File: config.mk
export PLATFORM = sky130hd
export DESIGN_NAME = serial_deframer_crc16_check_core
export DESIGN_NICKNAME = d
export VERILOG_FILES = /design/src/design/sdc_pkg.sv /design/src/design/sdc_csr.sv /design/src/design/sdc_parser.sv /design/src/design/sdc_out_reg.sv /design/src/design/serial_deframer_crc16_check_core.sv
export SDC_FILE = /design/constraint.sdc
export NUM_CORES = 1
export LEC_CHECK = 0
export BUFFER_PORTS_ARGS = -buffer_cell sky130_fd_sc_hd__buf_2
export CAP_MARGIN = 25
export CORE_MARGIN = 5
export CORE_UTILIZATION = 45
export DETAILED_ROUTE_END_ITERATION = 10
export GPL_ROUTABILITY_DRIVEN = 0
export SETUP_SLACK_MARGIN = 0.3
export SYNTH_ARGS = -nofsm -noshare
export SYNTH_HDL_FRONTEND = slang
export SYNTH_SLANG_ARGS = --single-unit
export TNS_END_PERCENT = 50
File: constraint.sdc
create_clock -name clock -period 4.6 [get_ports clock]
set_input_delay 0.69 -clock clock [delete_from_list [all_inputs] [get_ports clock]]
set_output_delay 0.69 -clock clock [all_outputs]
set_load 0.02 [all_outputs]
File: src/design/sdc_pkg.sv
// Shared types, codes and the CRC-16/CCITT-FALSE byte step for the serial deframer.
// No dependencies.
`default_nettype none

package sdc_pkg;

   localparam logic [7:0]  StartFirst  = 8'hA5;
   localparam logic [7:0]  StartSecond = 8'h5A;
   localparam logic [15:0] CrcPoly     = 16'h1021;
   localparam logic [15:0] CrcInit     = 16'hFFFF;
   localparam logic [15:0] CrcTop      = 16'h8000;

   localparam logic [7:0]  VersionReset   = 8'd1;
   localparam logic [15:0] MaxLengthReset = 16'd908;

   localparam int CsrIndexWidth = 2;
   localparam int CsrDataWidth  = 16;

   typedef enum logic [CsrIndexWidth-1:0] {
      CSR_FRAME_VERSION      = 2'd0,
      CSR_MAX_PAYLOAD_LENGTH = 2'd1
   } csr_index_type;

   typedef enum logic [2:0] {
      PH_HUNT1   = 3'd0,
      PH_HUNT2   = 3'd1,
      PH_HEADER  = 3'd2,
      PH_PAYLOAD = 3'd3,
      PH_CRC     = 3'd4
   } phase_type;

   typedef enum logic [1:0] {
      EV_PAYLOAD  = 2'd0,
      EV_ACCEPT   = 2'd1,
      EV_CRC_BAD  = 2'd2,
      EV_REJECTED = 2'd3
   } event_type;

   typedef struct packed {
      logic [7:0]  frame_version;
      logic [15:0] max_payload_length;
   } cfg_type;

   typedef struct packed {
      logic [1:0]  event_kind;
      logic [7:0]  message_type;
      logic [15:0] payload_length;
      logic [15:0] byte_position;
      logic [7:0]  payload_byte;
      logic [15:0] crc_error_total;
      logic [15:0] resync_total;
   } result_type;

   // MSB-first CRC, one byte per call
   function automatic logic [15:0] crc_add(input logic [15:0] crc, input logic [7:0] b);
      logic [15:0] c;
      c = crc ^ {b, 8'h00};
      for (int i = 0; i < 8; i++) begin
         if ((c & CrcTop) != 16'h0000) begin
            c = {c[14:0], 1'b0} ^ CrcPoly;
         end else begin
            c = {c[14:0], 1'b0};
         end
      end
      return c;
   endfunction

endpackage

`default_nettype wire

File: src/design/sdc_csr.sv
// Configuration registers: frame version and maximum payload length.
// Depends on sdc_pkg.
`default_nettype none

module sdc_csr (
   input  wire logic                              clock,
   input  wire logic                              reset,
   input  wire logic                              csr_valid,
   output logic                                   csr_ready,
   input  wire logic [sdc_pkg::CsrIndexWidth-1:0] csr_index,
   input  wire logic [sdc_pkg::CsrDataWidth-1:0]  csr_wdata,
   output sdc_pkg::cfg_type                       cfg
);
   import sdc_pkg::*;

   cfg_type cfg_ff, cfg_in;

   assign csr_ready = 1'b1;

   always_comb begin
      cfg_in = cfg_ff;
      if (csr_valid) begin
         case (csr_index)
            CSR_FRAME_VERSION:      cfg_in.frame_version      = csr_wdata[7:0];
            CSR_MAX_PAYLOAD_LENGTH: cfg_in.max_payload_length = csr_wdata[15:0];
            default: ; // unmapped index, write dropped
         endcase
      end
   end

   always_ff @(posedge clock) begin
      if (reset) begin
         cfg_ff.frame_version      <= VersionReset;
         cfg_ff.max_payload_length <= MaxLengthReset;
      end else begin
         cfg_ff <= cfg_in;
      end
   end

   assign cfg = cfg_ff;

endmodule

`default_nettype wire

File: src/design/sdc_parser.sv
// Frame parser: start-pair hunt, header capture and check, payload count, CRC verify.
// Depends on sdc_pkg.
`default_nettype none

module sdc_parser (
   input  wire logic             clock,
   input  wire logic             reset,
   input  wire logic             accept,
   input  wire logic [7:0]       data_byte,
   input  wire sdc_pkg::cfg_type cfg,
   output logic                  result_valid,
   output sdc_pkg::result_type   result
);
   import sdc_pkg::*;

   phase_type   phase_ff, phase_in;
   logic [1:0]  hdr_count_ff, hdr_count_in;
   logic [7:0]  version_ff, version_in;
   logic [7:0]  ftype_ff, ftype_in;
   logic [15:0] length_ff, length_in;
   logic [15:0] filled_ff, filled_in;
   logic [15:0] crc_ff, crc_in;
   logic [7:0]  crc_low_ff, crc_low_in;
   logic        crc_count_ff, crc_count_in;
   logic [15:0] crc_err_ff, crc_err_in;
   logic [15:0] resync_ff, resync_in;

   logic [15:0] crc_next;
   logic [15:0] filled_inc;
   logic [15:0] len_full;
   event_type   kind;
   logic [15:0] pos;
   logic [7:0]  pbyte;

   assign crc_next   = crc_add(crc_ff, data_byte);
   assign filled_inc = filled_ff + 16'd1;
   assign len_full   = {data_byte, length_ff[7:0]};

   always_comb begin
      phase_in     = phase_ff;
      hdr_count_in = hdr_count_ff;
      version_in   = version_ff;
      ftype_in     = ftype_ff;
      length_in    = length_ff;
      filled_in    = filled_ff;
      crc_in       = crc_ff;
      crc_low_in   = crc_low_ff;
      crc_count_in = crc_count_ff;
      crc_err_in   = crc_err_ff;
      resync_in    = resync_ff;
      result_valid = 1'b0;
      kind         = EV_PAYLOAD;
      pos          = 16'd0;
      pbyte        = 8'd0;

      case (phase_ff)
         PH_HUNT2: begin
            if (data_byte == StartSecond) begin
               phase_in     = PH_HEADER;
               hdr_count_in = 2'd0;
               crc_in       = CrcInit;
            end else if (data_byte != StartFirst) begin
               phase_in = PH_HUNT1;
            end
         end
         PH_HEADER: begin
            crc_in       = crc_next;
            hdr_count_in = hdr_count_ff + 2'd1;
            case (hdr_count_ff)
               2'd0: version_in = data_byte;
               2'd1: ftype_in   = data_byte;
               2'd2: length_in  = {length_ff[15:8], data_byte};
               default: begin
                  length_in    = len_full;
                  hdr_count_in = 2'd0;
                  filled_in    = 16'd0;
                  crc_count_in = 1'b0;
                  if (version_ff != cfg.frame_version ||
                      len_full > cfg.max_payload_length) begin
                     resync_in    = resync_ff + 16'd1;
                     phase_in     = PH_HUNT1;
                     result_valid = 1'b1;
                     kind         = EV_REJECTED;
                  end else begin
                     phase_in = (len_full != 16'd0) ? PH_PAYLOAD : PH_CRC;
                  end
               end
            endcase
         end
         PH_PAYLOAD: begin
            crc_in       = crc_next;
            filled_in    = filled_inc;
            result_valid = 1'b1;
            kind         = EV_PAYLOAD;
            pos          = filled_ff;
            pbyte        = data_byte;
            if (filled_inc >= length_ff) begin
               phase_in     = PH_CRC;
               crc_count_in = 1'b0;
            end
         end
         PH_CRC: begin
            if (!crc_count_ff) begin
               crc_low_in   = data_byte;
               crc_count_in = 1'b1;
            end else begin
               // CRC arrives low byte first
               result_valid = 1'b1;
               kind         = EV_ACCEPT;
               if ({data_byte, crc_low_ff} != crc_ff) begin
                  crc_err_in = crc_err_ff + 16'd1;
                  kind       = EV_CRC_BAD;
               end
               phase_in     = PH_HUNT1;
               hdr_count_in = 2'd0;
               filled_in    = 16'd0;
               crc_count_in = 1'b0;
            end
         end
         default: begin
            phase_in = (data_byte == StartFirst) ? PH_HUNT2 : PH_HUNT1;
         end
      endcase

      result.event_kind      = kind;
      result.message_type    = ftype_in;
      result.payload_length  = length_in;
      result.byte_position   = pos;
      result.payload_byte    = pbyte;
      result.crc_error_total = crc_err_in;
      result.resync_total    = resync_in;
   end

   always_ff @(posedge clock) begin
      if (reset) begin
         phase_ff     <= PH_HUNT1;
         hdr_count_ff <= 2'd0;
         version_ff   <= 8'd0;
         ftype_ff     <= 8'd0;
         length_ff    <= 16'd0;
         filled_ff    <= 16'd0;
         crc_ff       <= CrcInit;
         crc_low_ff   <= 8'd0;
         crc_count_ff <= 1'b0;
         crc_err_ff   <= 16'd0;
         resync_ff    <= 16'd0;
      end else if (accept) begin
         phase_ff     <= phase_in;
         hdr_count_ff <= hdr_count_in;
         version_ff   <= version_in;
         ftype_ff     <= ftype_in;
         length_ff    <= length_in;
         filled_ff    <= filled_in;
         crc_ff       <= crc_in;
         crc_low_ff   <= crc_low_in;
         crc_count_ff <= crc_count_in;
         crc_err_ff   <= crc_err_in;
         resync_ff    <= resync_in;
      end
   end

endmodule

`default_nettype wire

File: src/design/sdc_out_reg.sv
// Result register between the parser and the rsp channel; full rate when drained.
// Depends on sdc_pkg.
`default_nettype none

module sdc_out_reg (
   input  wire logic                clock,
   input  wire logic                reset,
   input  wire logic                in_valid,
   output logic                     in_ready,
   input  wire sdc_pkg::result_type in_data,
   output logic                     out_valid,
   input  wire logic                out_ready,
   output sdc_pkg::result_type      out_data
);
   import sdc_pkg::*;

   logic       valid_ff, valid_in;
   result_type data_ff;

   assign in_ready = !valid_ff || out_ready;

   always_comb begin
      valid_in = valid_ff;
      if (in_ready) begin
         valid_in = in_valid;
      end
   end

   always_ff @(posedge clock) begin
      if (reset) begin
         valid_ff <= 1'b0;
      end else begin
         valid_ff <= valid_in;
      end
   end

   always_ff @(posedge clock) begin
      if (in_ready && in_valid) begin
         data_ff <= in_data;
      end
   end

   assign out_valid = valid_ff;
   assign out_data  = data_ff;

endmodule

`default_nettype wire

File: src/design/serial_deframer_crc16_check_core.sv
// Top level of the serial deframer with CRC-16/CCITT-FALSE check.
// Depends on sdc_pkg, sdc_csr, sdc_parser, sdc_out_reg.
//
//   channel | direction | handshake            | payload
//   --------+-----------+----------------------+---------------------------------------
//   req     | in        | req_valid/req_ready  | req_data_byte
//   rsp     | out       | rsp_valid/rsp_ready  | event_kind, message_type, lengths, totals
//   csr     | in        | csr_valid/csr_ready  | csr_index, csr_wdata
//
// One byte per cycle: parser state and CRC update in the cycle a beat is accepted,
// and a resulting event appears on rsp the next cycle from the result register.
// req_ready drops only while the result register is full and rsp_ready is low.
// Synchronous reset returns to hunting the start pair, counters zero, CRC 0xFFFF.
// csr is always ready; writes take effect at the next header check.
`default_nettype none

module serial_deframer_crc16_check_core (
   input  wire logic                              clock,
   input  wire logic                              reset,
   input  wire logic                              req_valid,
   output logic                                   req_ready,
   input  wire logic [7:0]                        req_data_byte,
   output logic                                   rsp_valid,
   input  wire logic                              rsp_ready,
   output logic [1:0]                             rsp_event_kind,
   output logic [7:0]                             rsp_message_type,
   output logic [15:0]                            rsp_payload_length,
   output logic [15:0]                            rsp_byte_position,
   output logic [7:0]                             rsp_payload_byte,
   output logic [15:0]                            rsp_crc_error_total,
   output logic [15:0]                            rsp_resync_total,
   input  wire logic                              csr_valid,
   output logic                                   csr_ready,
   input  wire logic [sdc_pkg::CsrIndexWidth-1:0] csr_index,
   input  wire logic [sdc_pkg::CsrDataWidth-1:0]  csr_wdata
);
   import sdc_pkg::*;

   cfg_type    cfg;
   logic       accept;
   logic       result_valid;
   result_type result;
   result_type out_data;

   assign accept = req_valid && req_ready;

   sdc_csr u_csr (
      .clock     (clock),
      .reset     (reset),
      .csr_valid (csr_valid),
      .csr_ready (csr_ready),
      .csr_index (csr_index),
      .csr_wdata (csr_wdata),
      .cfg       (cfg)
   );

   sdc_parser u_parser (
      .clock        (clock),
      .reset        (reset),
      .accept       (accept),
      .data_byte    (req_data_byte),
      .cfg          (cfg),
      .result_valid (result_valid),
      .result       (result)
   );

   sdc_out_reg u_out_reg (
      .clock     (clock),
      .reset     (reset),
      .in_valid  (req_valid && result_valid),
      .in_ready  (req_ready),
      .in_data   (result),
      .out_valid (rsp_valid),
      .out_ready (rsp_ready),
      .out_data  (out_data)
   );

   assign rsp_event_kind      = out_data.event_kind;
   assign rsp_message_type    = out_data.message_type;
   assign rsp_payload_length  = out_data.payload_length;
   assign rsp_byte_position   = out_data.byte_position;
   assign rsp_payload_byte    = out_data.payload_byte;
   assign rsp_crc_error_total = out_data.crc_error_total;
   assign rsp_resync_total    = out_data.resync_total;

endmodule

`default_nettype wire

==> results.sh, run 1 <==
export IMPL_clk_path_buf_depth=3
export IMPL_cts_sinks=217
export IMPL_ys_seq_elements=217
export IMPL_outcome="finished clean"
export IMPL_synth_edf_count=82
export IMPL_yosys_top_cells_area="dfxtp_1 25%, edfxtp_1 23%, xnor2_1 4.6%, ha_1 4.6%, nor2_1 4.1%"
export IMPL_wl_per_cell_um=16.5
export IMPL_power_switching_share_pct=22.5
export IMPL_power_uw=4200
export IMPL_dieArea_um2=26700
export IMPL_async_flop_share_pct=0
export IMPL_fin_crit_ps=3390
export IMPL_io_buffers=114
export IMPL_fin_worst_skew_ps=13.6
export IMPL_start_util_pct=45.5
export IMPL_critPathSlowestCell="clkinv_2"
export IMPL_insertion_delay_ps=510
export IMPL_relSlewSlack_pct=37.6
export IMPL_chipWidth_um=164
export IMPL_post_cts_repair_setup_buffers=0
export IMPL_area_delta_synth_final_pct=14.5
export IMPL_path_delay_family="buffers and inverters"
export IMPL_p_int_uw=3250
export IMPL_multi_input_area_um2=4970
export IMPL_hold_viol=0
export IMPL_cts_tree="built"
export IMPL_ios=116
export IMPL_die_h_um=164
export IMPL_critical_path_class="in -> reg"
export IMPL_drive_gt1_share_pct=16.0
export IMPL_slowest_delay_ps=450
export IMPL_post_route_period_util_pct=73.6
export IMPL_end_kind="flip-flop"
export IMPL_crit_required_ps=4820
export IMPL_regArea_um2=5160
export IMPL_power_density_nw_per_um2=346
export IMPL_crit_path_start_kind="input pin"
export IMPL_track_usage_pct=18.5
export IMPL_cts_root_buffer="clkbuf_16"
export IMPL_cap_violations=0
export IMPL_synth_top_area_share_pct=25.5
export IMPL_p_leak_uw=0.00490
export IMPL_path_cells="buf_2, ha_1, nand4_1, nor4_1, nand2b_4, a31oi_4, or2_1, o21bai_1, clkinv_2, buf_4"
export IMPL_finalMaxSlewViolations=0
export IMPL_fmax_mhz=295
export IMPL_synthCells=1085
export IMPL_diodes=0
export IMPL_yosys_area_top_type="dfxtp_1"
export IMPL_viasPerCell=5.21
export IMPL_fp_coreArea_um2=23300
export IMPL_dr_pass1_iters=6
export IMPL_clkTransAtPathRegs_ps=60
export IMPL_drt_initial_drc_count=514
export IMPL_cts_resized=0
export IMPL_ys_seq_area_share_pct=48.7
export IMPL_ant_nets=0
export IMPL_worst_pin_slew_ps=934
export IMPL_critPathArrivalTime_ps=3600
export IMPL_grt_pass1_vias=7376
export IMPL_path_buf_inv=3
export IMPL_combinationalPowerShare_pct=6.3
export IMPL_fillers=2176
export IMPL_tns_ps=0
export IMPL_via_count=7857
export IMPL_grt_setup_unrepaired="no"
export IMPL_grt_max_degree=47
export IMPL_wl_mm=24.9
export IMPL_synth_cell_type_count=61
export IMPL_fin_nets=1241
export IMPL_grt_antenna_before_repair=0
export IMPL_cts_buffers=24
export IMPL_yosys_warnings=0
export IMPL_p_seq_share_pct=48.4
export IMPL_drc_errors=0
export IMPL_htree_levels=1
export IMPL_dp_hpwl_mm=17.5
export IMPL_synth_area_um2=10600
export IMPL_power_switching_uw=946
export IMPL_num_rows=56
export IMPL_ctsHoldBuffers=0
export IMPL_avgSynthCellArea_um2=9.78
export IMPL_cp_max_fo=29
export IMPL_grt_overflow=0
export IMPL_hold_class="in -> reg"
export IMPL_clkPwrFrac_pct=45.3
export IMPL_synth_nets=1155
export IMPL_setup_viol=0
export IMPL_grt_pass1_wl_mm=40.1
export IMPL_vdd_ir_drop_max_mv=0.270
export IMPL_synth_ff_type="dfxtp_1"
[routing by layer]
| layer | GRT usage [%] | part of all wire, % |
|---|---|---|
| met4 | 3.85 | 1.8 |
| met1 | 27.5 | 49 |
| met2 | 29.0 | 44 |
| met5 | 0 | 0 |
| met3 | 2.47 | 5.3 |
[per-stage QoR]
stage | util (%) | cell area (um2) | setup slack, ps | cells | hold slack, ps
2_1_floorplan | - | 10600 | 397 | 1085 | 436
3_3_place_gp | 48.7 | 11400 | 922 | 1464 | 444
3_5_place_dp | 48.7 | 11400 | 711 | 1464 | 448
4_1_cts | 52.0 | 12100 | 1240 | 1508 | 369
5_1_grt | 52.0 | 12100 | 947 | 1508 | 394
6_report | 52.0 | 12100 | 1210 | 1508 | 385
[area by class of cell]
cell class	instances	area share [%]
inverters	41	1.28
well taps	319	3.29
clock buffers	35	5.63
multi-input cells	760	40.9
repair buffers	127	5.52
flip-flops and latches	217	42.5
clock inverters	9	0.845
[cell usage after synthesis, drive strengths merged, types with 4 or more instances]
master    n
a211o     6
a211oi    6
a21o      4
a21oi    70
a22o     16
a22oi    10
and2     10
and3     44
and4      5
buf      23
clkbuf   44
dfxtp   135
edfxtp   82
ha       39
inv      41
mux2     10
mux2i    23
nand2    77
nand2b   25
nand3    41
nand3b    7
nand4    21
nor2    117
nor3     22
nor4     10
o211ai    4
o21ai    49
o21bai    4
or3      17
xnor2    63
xor2     37
[cells in the final DEF (no fill, tap or decap), drive strengths merged, types with 2 or more instances in the layout]
cell	netlist	routed
or3	17	17
a22o	16	16
edfxtp	82	82
or4	2	2
a21oi	70	70
nor3	22	22
clkbuf	44	35
a21o	4	4
o21bai	4	4
nor2	117	117
o21ai	49	49
nand2	77	77
a22oi	10	10
nand3b	7	7
o211ai	4	4
bufinv	0	2
nor2b	3	3
nand4	21	21
mux2	10	10
a31oi	2	2
clkinv	0	6
ha	39	39
a211o	6	6
xor2	37	37
nor4	10	10
mux2i	23	23
nand2b	25	25
and2	10	10
xnor2	63	63
buf	23	127
a211oi	6	6
and3	44	44
nand3	41	41
nor3b	3	3
inv	41	41
o21a	3	3
dfxtp	135	135
and4	5	5
[flip-flops by register name, indices dropped and copies added (netlist names)]
signal / count
u_out_reg.out_data: 82
u_csr.cfg: 24
u_parser.crc_err_ff: 16
u_parser.crc_ff: 16
u_parser.filled_ff: 16
u_parser.length_ff: 16
u_parser.resync_ff: 16
u_parser.crc_low_ff: 8
u_parser.ftype_ff: 8
u_parser.version_ff: 8
u_parser.phase_ff: 3
u_parser.hdr_count_ff: 2
u_out_reg.out_valid: 1
u_parser.crc_count_ff: 1
[power groups by stage]
| stage | Combinational (uW) | Clock [uW] | Sequential, uW |
|---|---|---|---|
| final | 264 | 1900 | 2030 |
| after global routing | 294 | 2030 | 2040 |
| after CTS | 266 | 1950 | 2030 |
| after detailed placement | 264 | 0 | 2080 |
| after global placement | 261 | 0 | 2070 |
| after floorplan | 201 | 0 | 2070 |
[worst paths after layout]
kind,endpoint,from,cells after the start,slack [ps]
setup reg to reg,u_parser.phase_ff[1]$_SDFFE_PP0P_,u_parser.filled_ff[6]$_SDFFE_PP0P_,13,1240
hold reg to reg,u_csr.cfg[5]$_SDFFE_PP0P_,u_csr.cfg[5]$_SDFFE_PP0P_,2,460
setup / recovery,u_out_reg.out_data[59]$_DFFE_PP_,req_data_byte[7],10,1210
hold / removal,u_csr.cfg[9]$_SDFFE_PP1P_,csr_wdata[9],2,380
[cell families (layout without fill, tap and decap cells)]
| group | after synthesis | after routing | synth area share, % |
|---|---|---|---|
| xor gates and xnor gates | 100 | 100 | 9.18 |
| muxes | 33 | 33 | 3.23 |
| and+or+nand+nor | 406 | 406 | 19.2 |
| buffers and inverters | 108 | 212 | 4.54 |
| DFF | 217 | 217 | 48.7 |
| other | 1 | 1 | 0.0354 |
| adders and majority gates | 39 | 39 | 4.60 |
| AOI/OAI and AO/OA | 181 | 181 | 10.5 |
Power figures use the tool's default switching activity.
==> run 2, diff against run 1 <==
--- a/config.mk
+++ b/config.mk
@@ -11,6 +11,7 @@
 export CORE_UTILIZATION = 45
 export DETAILED_ROUTE_END_ITERATION = 10
 export GPL_ROUTABILITY_DRIVEN = 0
+export PLACE_DENSITY = 0.66
 export SETUP_SLACK_MARGIN = 0.3
 export SYNTH_ARGS = -nofsm -noshare
 export SYNTH_HDL_FRONTEND = slang
==> constraint.sdc (replaced) <==
create_clock -name clock -period 2.7 [get_ports clock]
set_input_delay 0.405 -clock clock [delete_from_list [all_inputs] [get_ports clock]]
set_output_delay 0.405 -clock clock [all_outputs]
set_load 0.02 [all_outputs]
==> run 2 against run 1 <==
Sequential share of layout area down 4.5 points. Hold slack worse by 290 ps. Total power up 78%. Largest power group is now the clock network. Count of clock-buffer cells in the layout down 2. Worst setup slack worse by 1200 ps. Highest routed layer unchanged. Final area up 12%. Cell count up 6.6%. Core utilization up 6.4 points. Global-route usage up 1.2 points. Die area unchanged. Clock skew down 1.5 ps.
==> results.sh, run 2 (synthesis gave the netlist of run 1 again) <==
export IMPL_post_route_period_util_pct=98.8
export IMPL_track_usage_pct=19.7
export IMPL_end_kind="flip-flop"
export IMPL_cap_violations=0
export IMPL_p_leak_uw=0.00557
export IMPL_via_count=8344
export IMPL_insertion_delay_ps=510
export IMPL_grt_setup_unrepaired="yes"
export IMPL_power_density_nw_per_um2=549
export IMPL_vdd_ir_drop_max_mv=0.468
export IMPL_dp_slack_ps=-89.2
export IMPL_grt_antenna_before_repair=0
export IMPL_viasPerCell=5.19
export IMPL_dp_cells=1530
export IMPL_layout_cells_non_filler=1607
export IMPL_ios=116
export IMPL_num_rows=56
export IMPL_dp_hpwl_mm=17.9
export IMPL_grt_max_degree=65
export IMPL_start_util_pct=45.5
export IMPL_chipWidth_um=164
export IMPL_area_delta_synth_final_pct=28.5
export IMPL_ant_nets=0
export IMPL_fin_worst_skew_ps=12.1
export IMPL_layout_common_cells="119 x dfxtp_1, 117 x nor2_1, 113 x buf_2"
export IMPL_finalMaxSlewViolations=0
export IMPL_die_h_um=164
export IMPL_wl_per_cell_um=16.5
export IMPL_largest_reg_flops=82
export IMPL_critical_path_class="reg -> reg"
export IMPL_fmax_mhz=375
export IMPL_setup_viol=0
export IMPL_worst_pin_slew_ps=717
export IMPL_fp_coreArea_um2=23300
export IMPL_cts_sinks=217
export IMPL_power_uw=7480
export IMPL_critPathArrivalTime_ps=2940
export IMPL_outcome="finished clean"
export IMPL_dr_pass1_iters=4
export IMPL_clk_path_buf_depth=3
export IMPL_drt_initial_drc_count=470
export IMPL_fin_ws_ps=31.9
export IMPL_drive_gt1_share_pct=28.2
export IMPL_drc_errors=0
export IMPL_hold_viol=0
export IMPL_layout_commonest_cell="dfxtp_1"
export IMPL_grt_overflow=0
export IMPL_relSlewSlack_pct=51.9
export IMPL_htree_levels=1
export IMPL_fin_crit_ps=2670
export IMPL_cts_buffers=24
export IMPL_diodes=0
export IMPL_crit_required_ps=2970
export IMPL_cts_root_buffer="clkbuf_16"
export IMPL_dieArea_um2=26700
export IMPL_grt_pass1_vias=8128
export IMPL_hold_class="in -> reg"
export IMPL_cts_tree="built"
export IMPL_cp_max_fo=8
export IMPL_ctsHoldBuffers=0
export IMPL_wl_mm=26.6
export IMPL_fin_nets=1340
export IMPL_io_buffers=114
export IMPL_clkTransAtPathRegs_ps=60
export IMPL_crit_path_start_kind="flip-flop"
export IMPL_grt_pass1_wl_mm=42.5
run 2: changes by cell type in the layout (fill, tap and decap cells not counted), sizes merged:
cell,before,now
buf,127,226
bufinv,2,4
clkbuf,35,33
clkinv,6,7
inv,41,40
run 2: cell type report:
cell class / count / area, um2
clock buffers: 33 / 696
clock inverters: 11 / 153
fillers: 2006 / 9700
inverters: 41 / 158
multi-input cells: 760 / 5270
flip-flops and latches: 217 / 5180
well taps: 319 / 399
repair buffers: 226 / 1770
run 2: per-stage QoR:
stage	instance area (um2)	util, %	hold WS (ps)	TNS, ps
2_1_floorplan	10700	-	436	-57050
3_3_place_gp	12000	51.4	445	0
3_5_place_dp	12000	51.4	451	-2370
4_1_cts	13400	57.3	75.7	0
5_1_grt	13600	58.4	112	-4010
6_report	13600	58.4	99.5	0
run 2: layer usage:
layer / routed length, um / track usage (%)
met3: 1480 / 3.18
met1: 11800 / 26.6
met4: 429 / 4.77
met5: 0 / 0
met2: 12800 / 33.4
run 2: what timing repair did:
item / in CTS / in global routing
resized for setup: 42 / 61
setup endpoints to repair: 124 / 139
cloned: 7 / 1
setup buffers: 21 / 4
pin swaps: 17 / 54
run 2: path summary, 6_finish.rpt:
kind / slack, ps / cells after the start / endpoint / from
hold / removal: 100 / 2 / u_csr.cfg[8]$_SDFFE_PP1P_ / csr_wdata[8]
setup / recovery: 30 / 13 / u_out_reg.out_data[40]$_SDFFCE_PN0P_ / u_csr.cfg[14]$_SDFFE_PP0P_
hold reg to reg: 450 / 2 / u_csr.cfg[12]$_SDFFE_PP0P_ / u_csr.cfg[12]$_SDFFE_PP0P_
setup reg to reg: 30 / 13 / u_out_reg.out_data[40]$_SDFFCE_PN0P_ / u_csr.cfg[14]$_SDFFE_PP0P_
run 2: critical path, cell delays in order, from the launching register on:
cell and delay (ps):
dfxtp_2 330, inv_2 40, ha_4 260, nand4_1 120, buf_4 170, nor4_4 260, nand2b_4 180, a31oi_4 50
or2_4 270, o21bai_4 170, clkinvlp_4 140, buf_12 160, buf_8 130, buf_16 130
run 2: where the power goes:
| group | internal [uW] | leakage, uW | switching [uW] |
|---|---|---|---|
| combinational | 226 | 0.00325 | 317 |
| clock | 2180 | 0.000421 | 1300 |
| sequential | 3420 | 0.00190 | 37.1 |
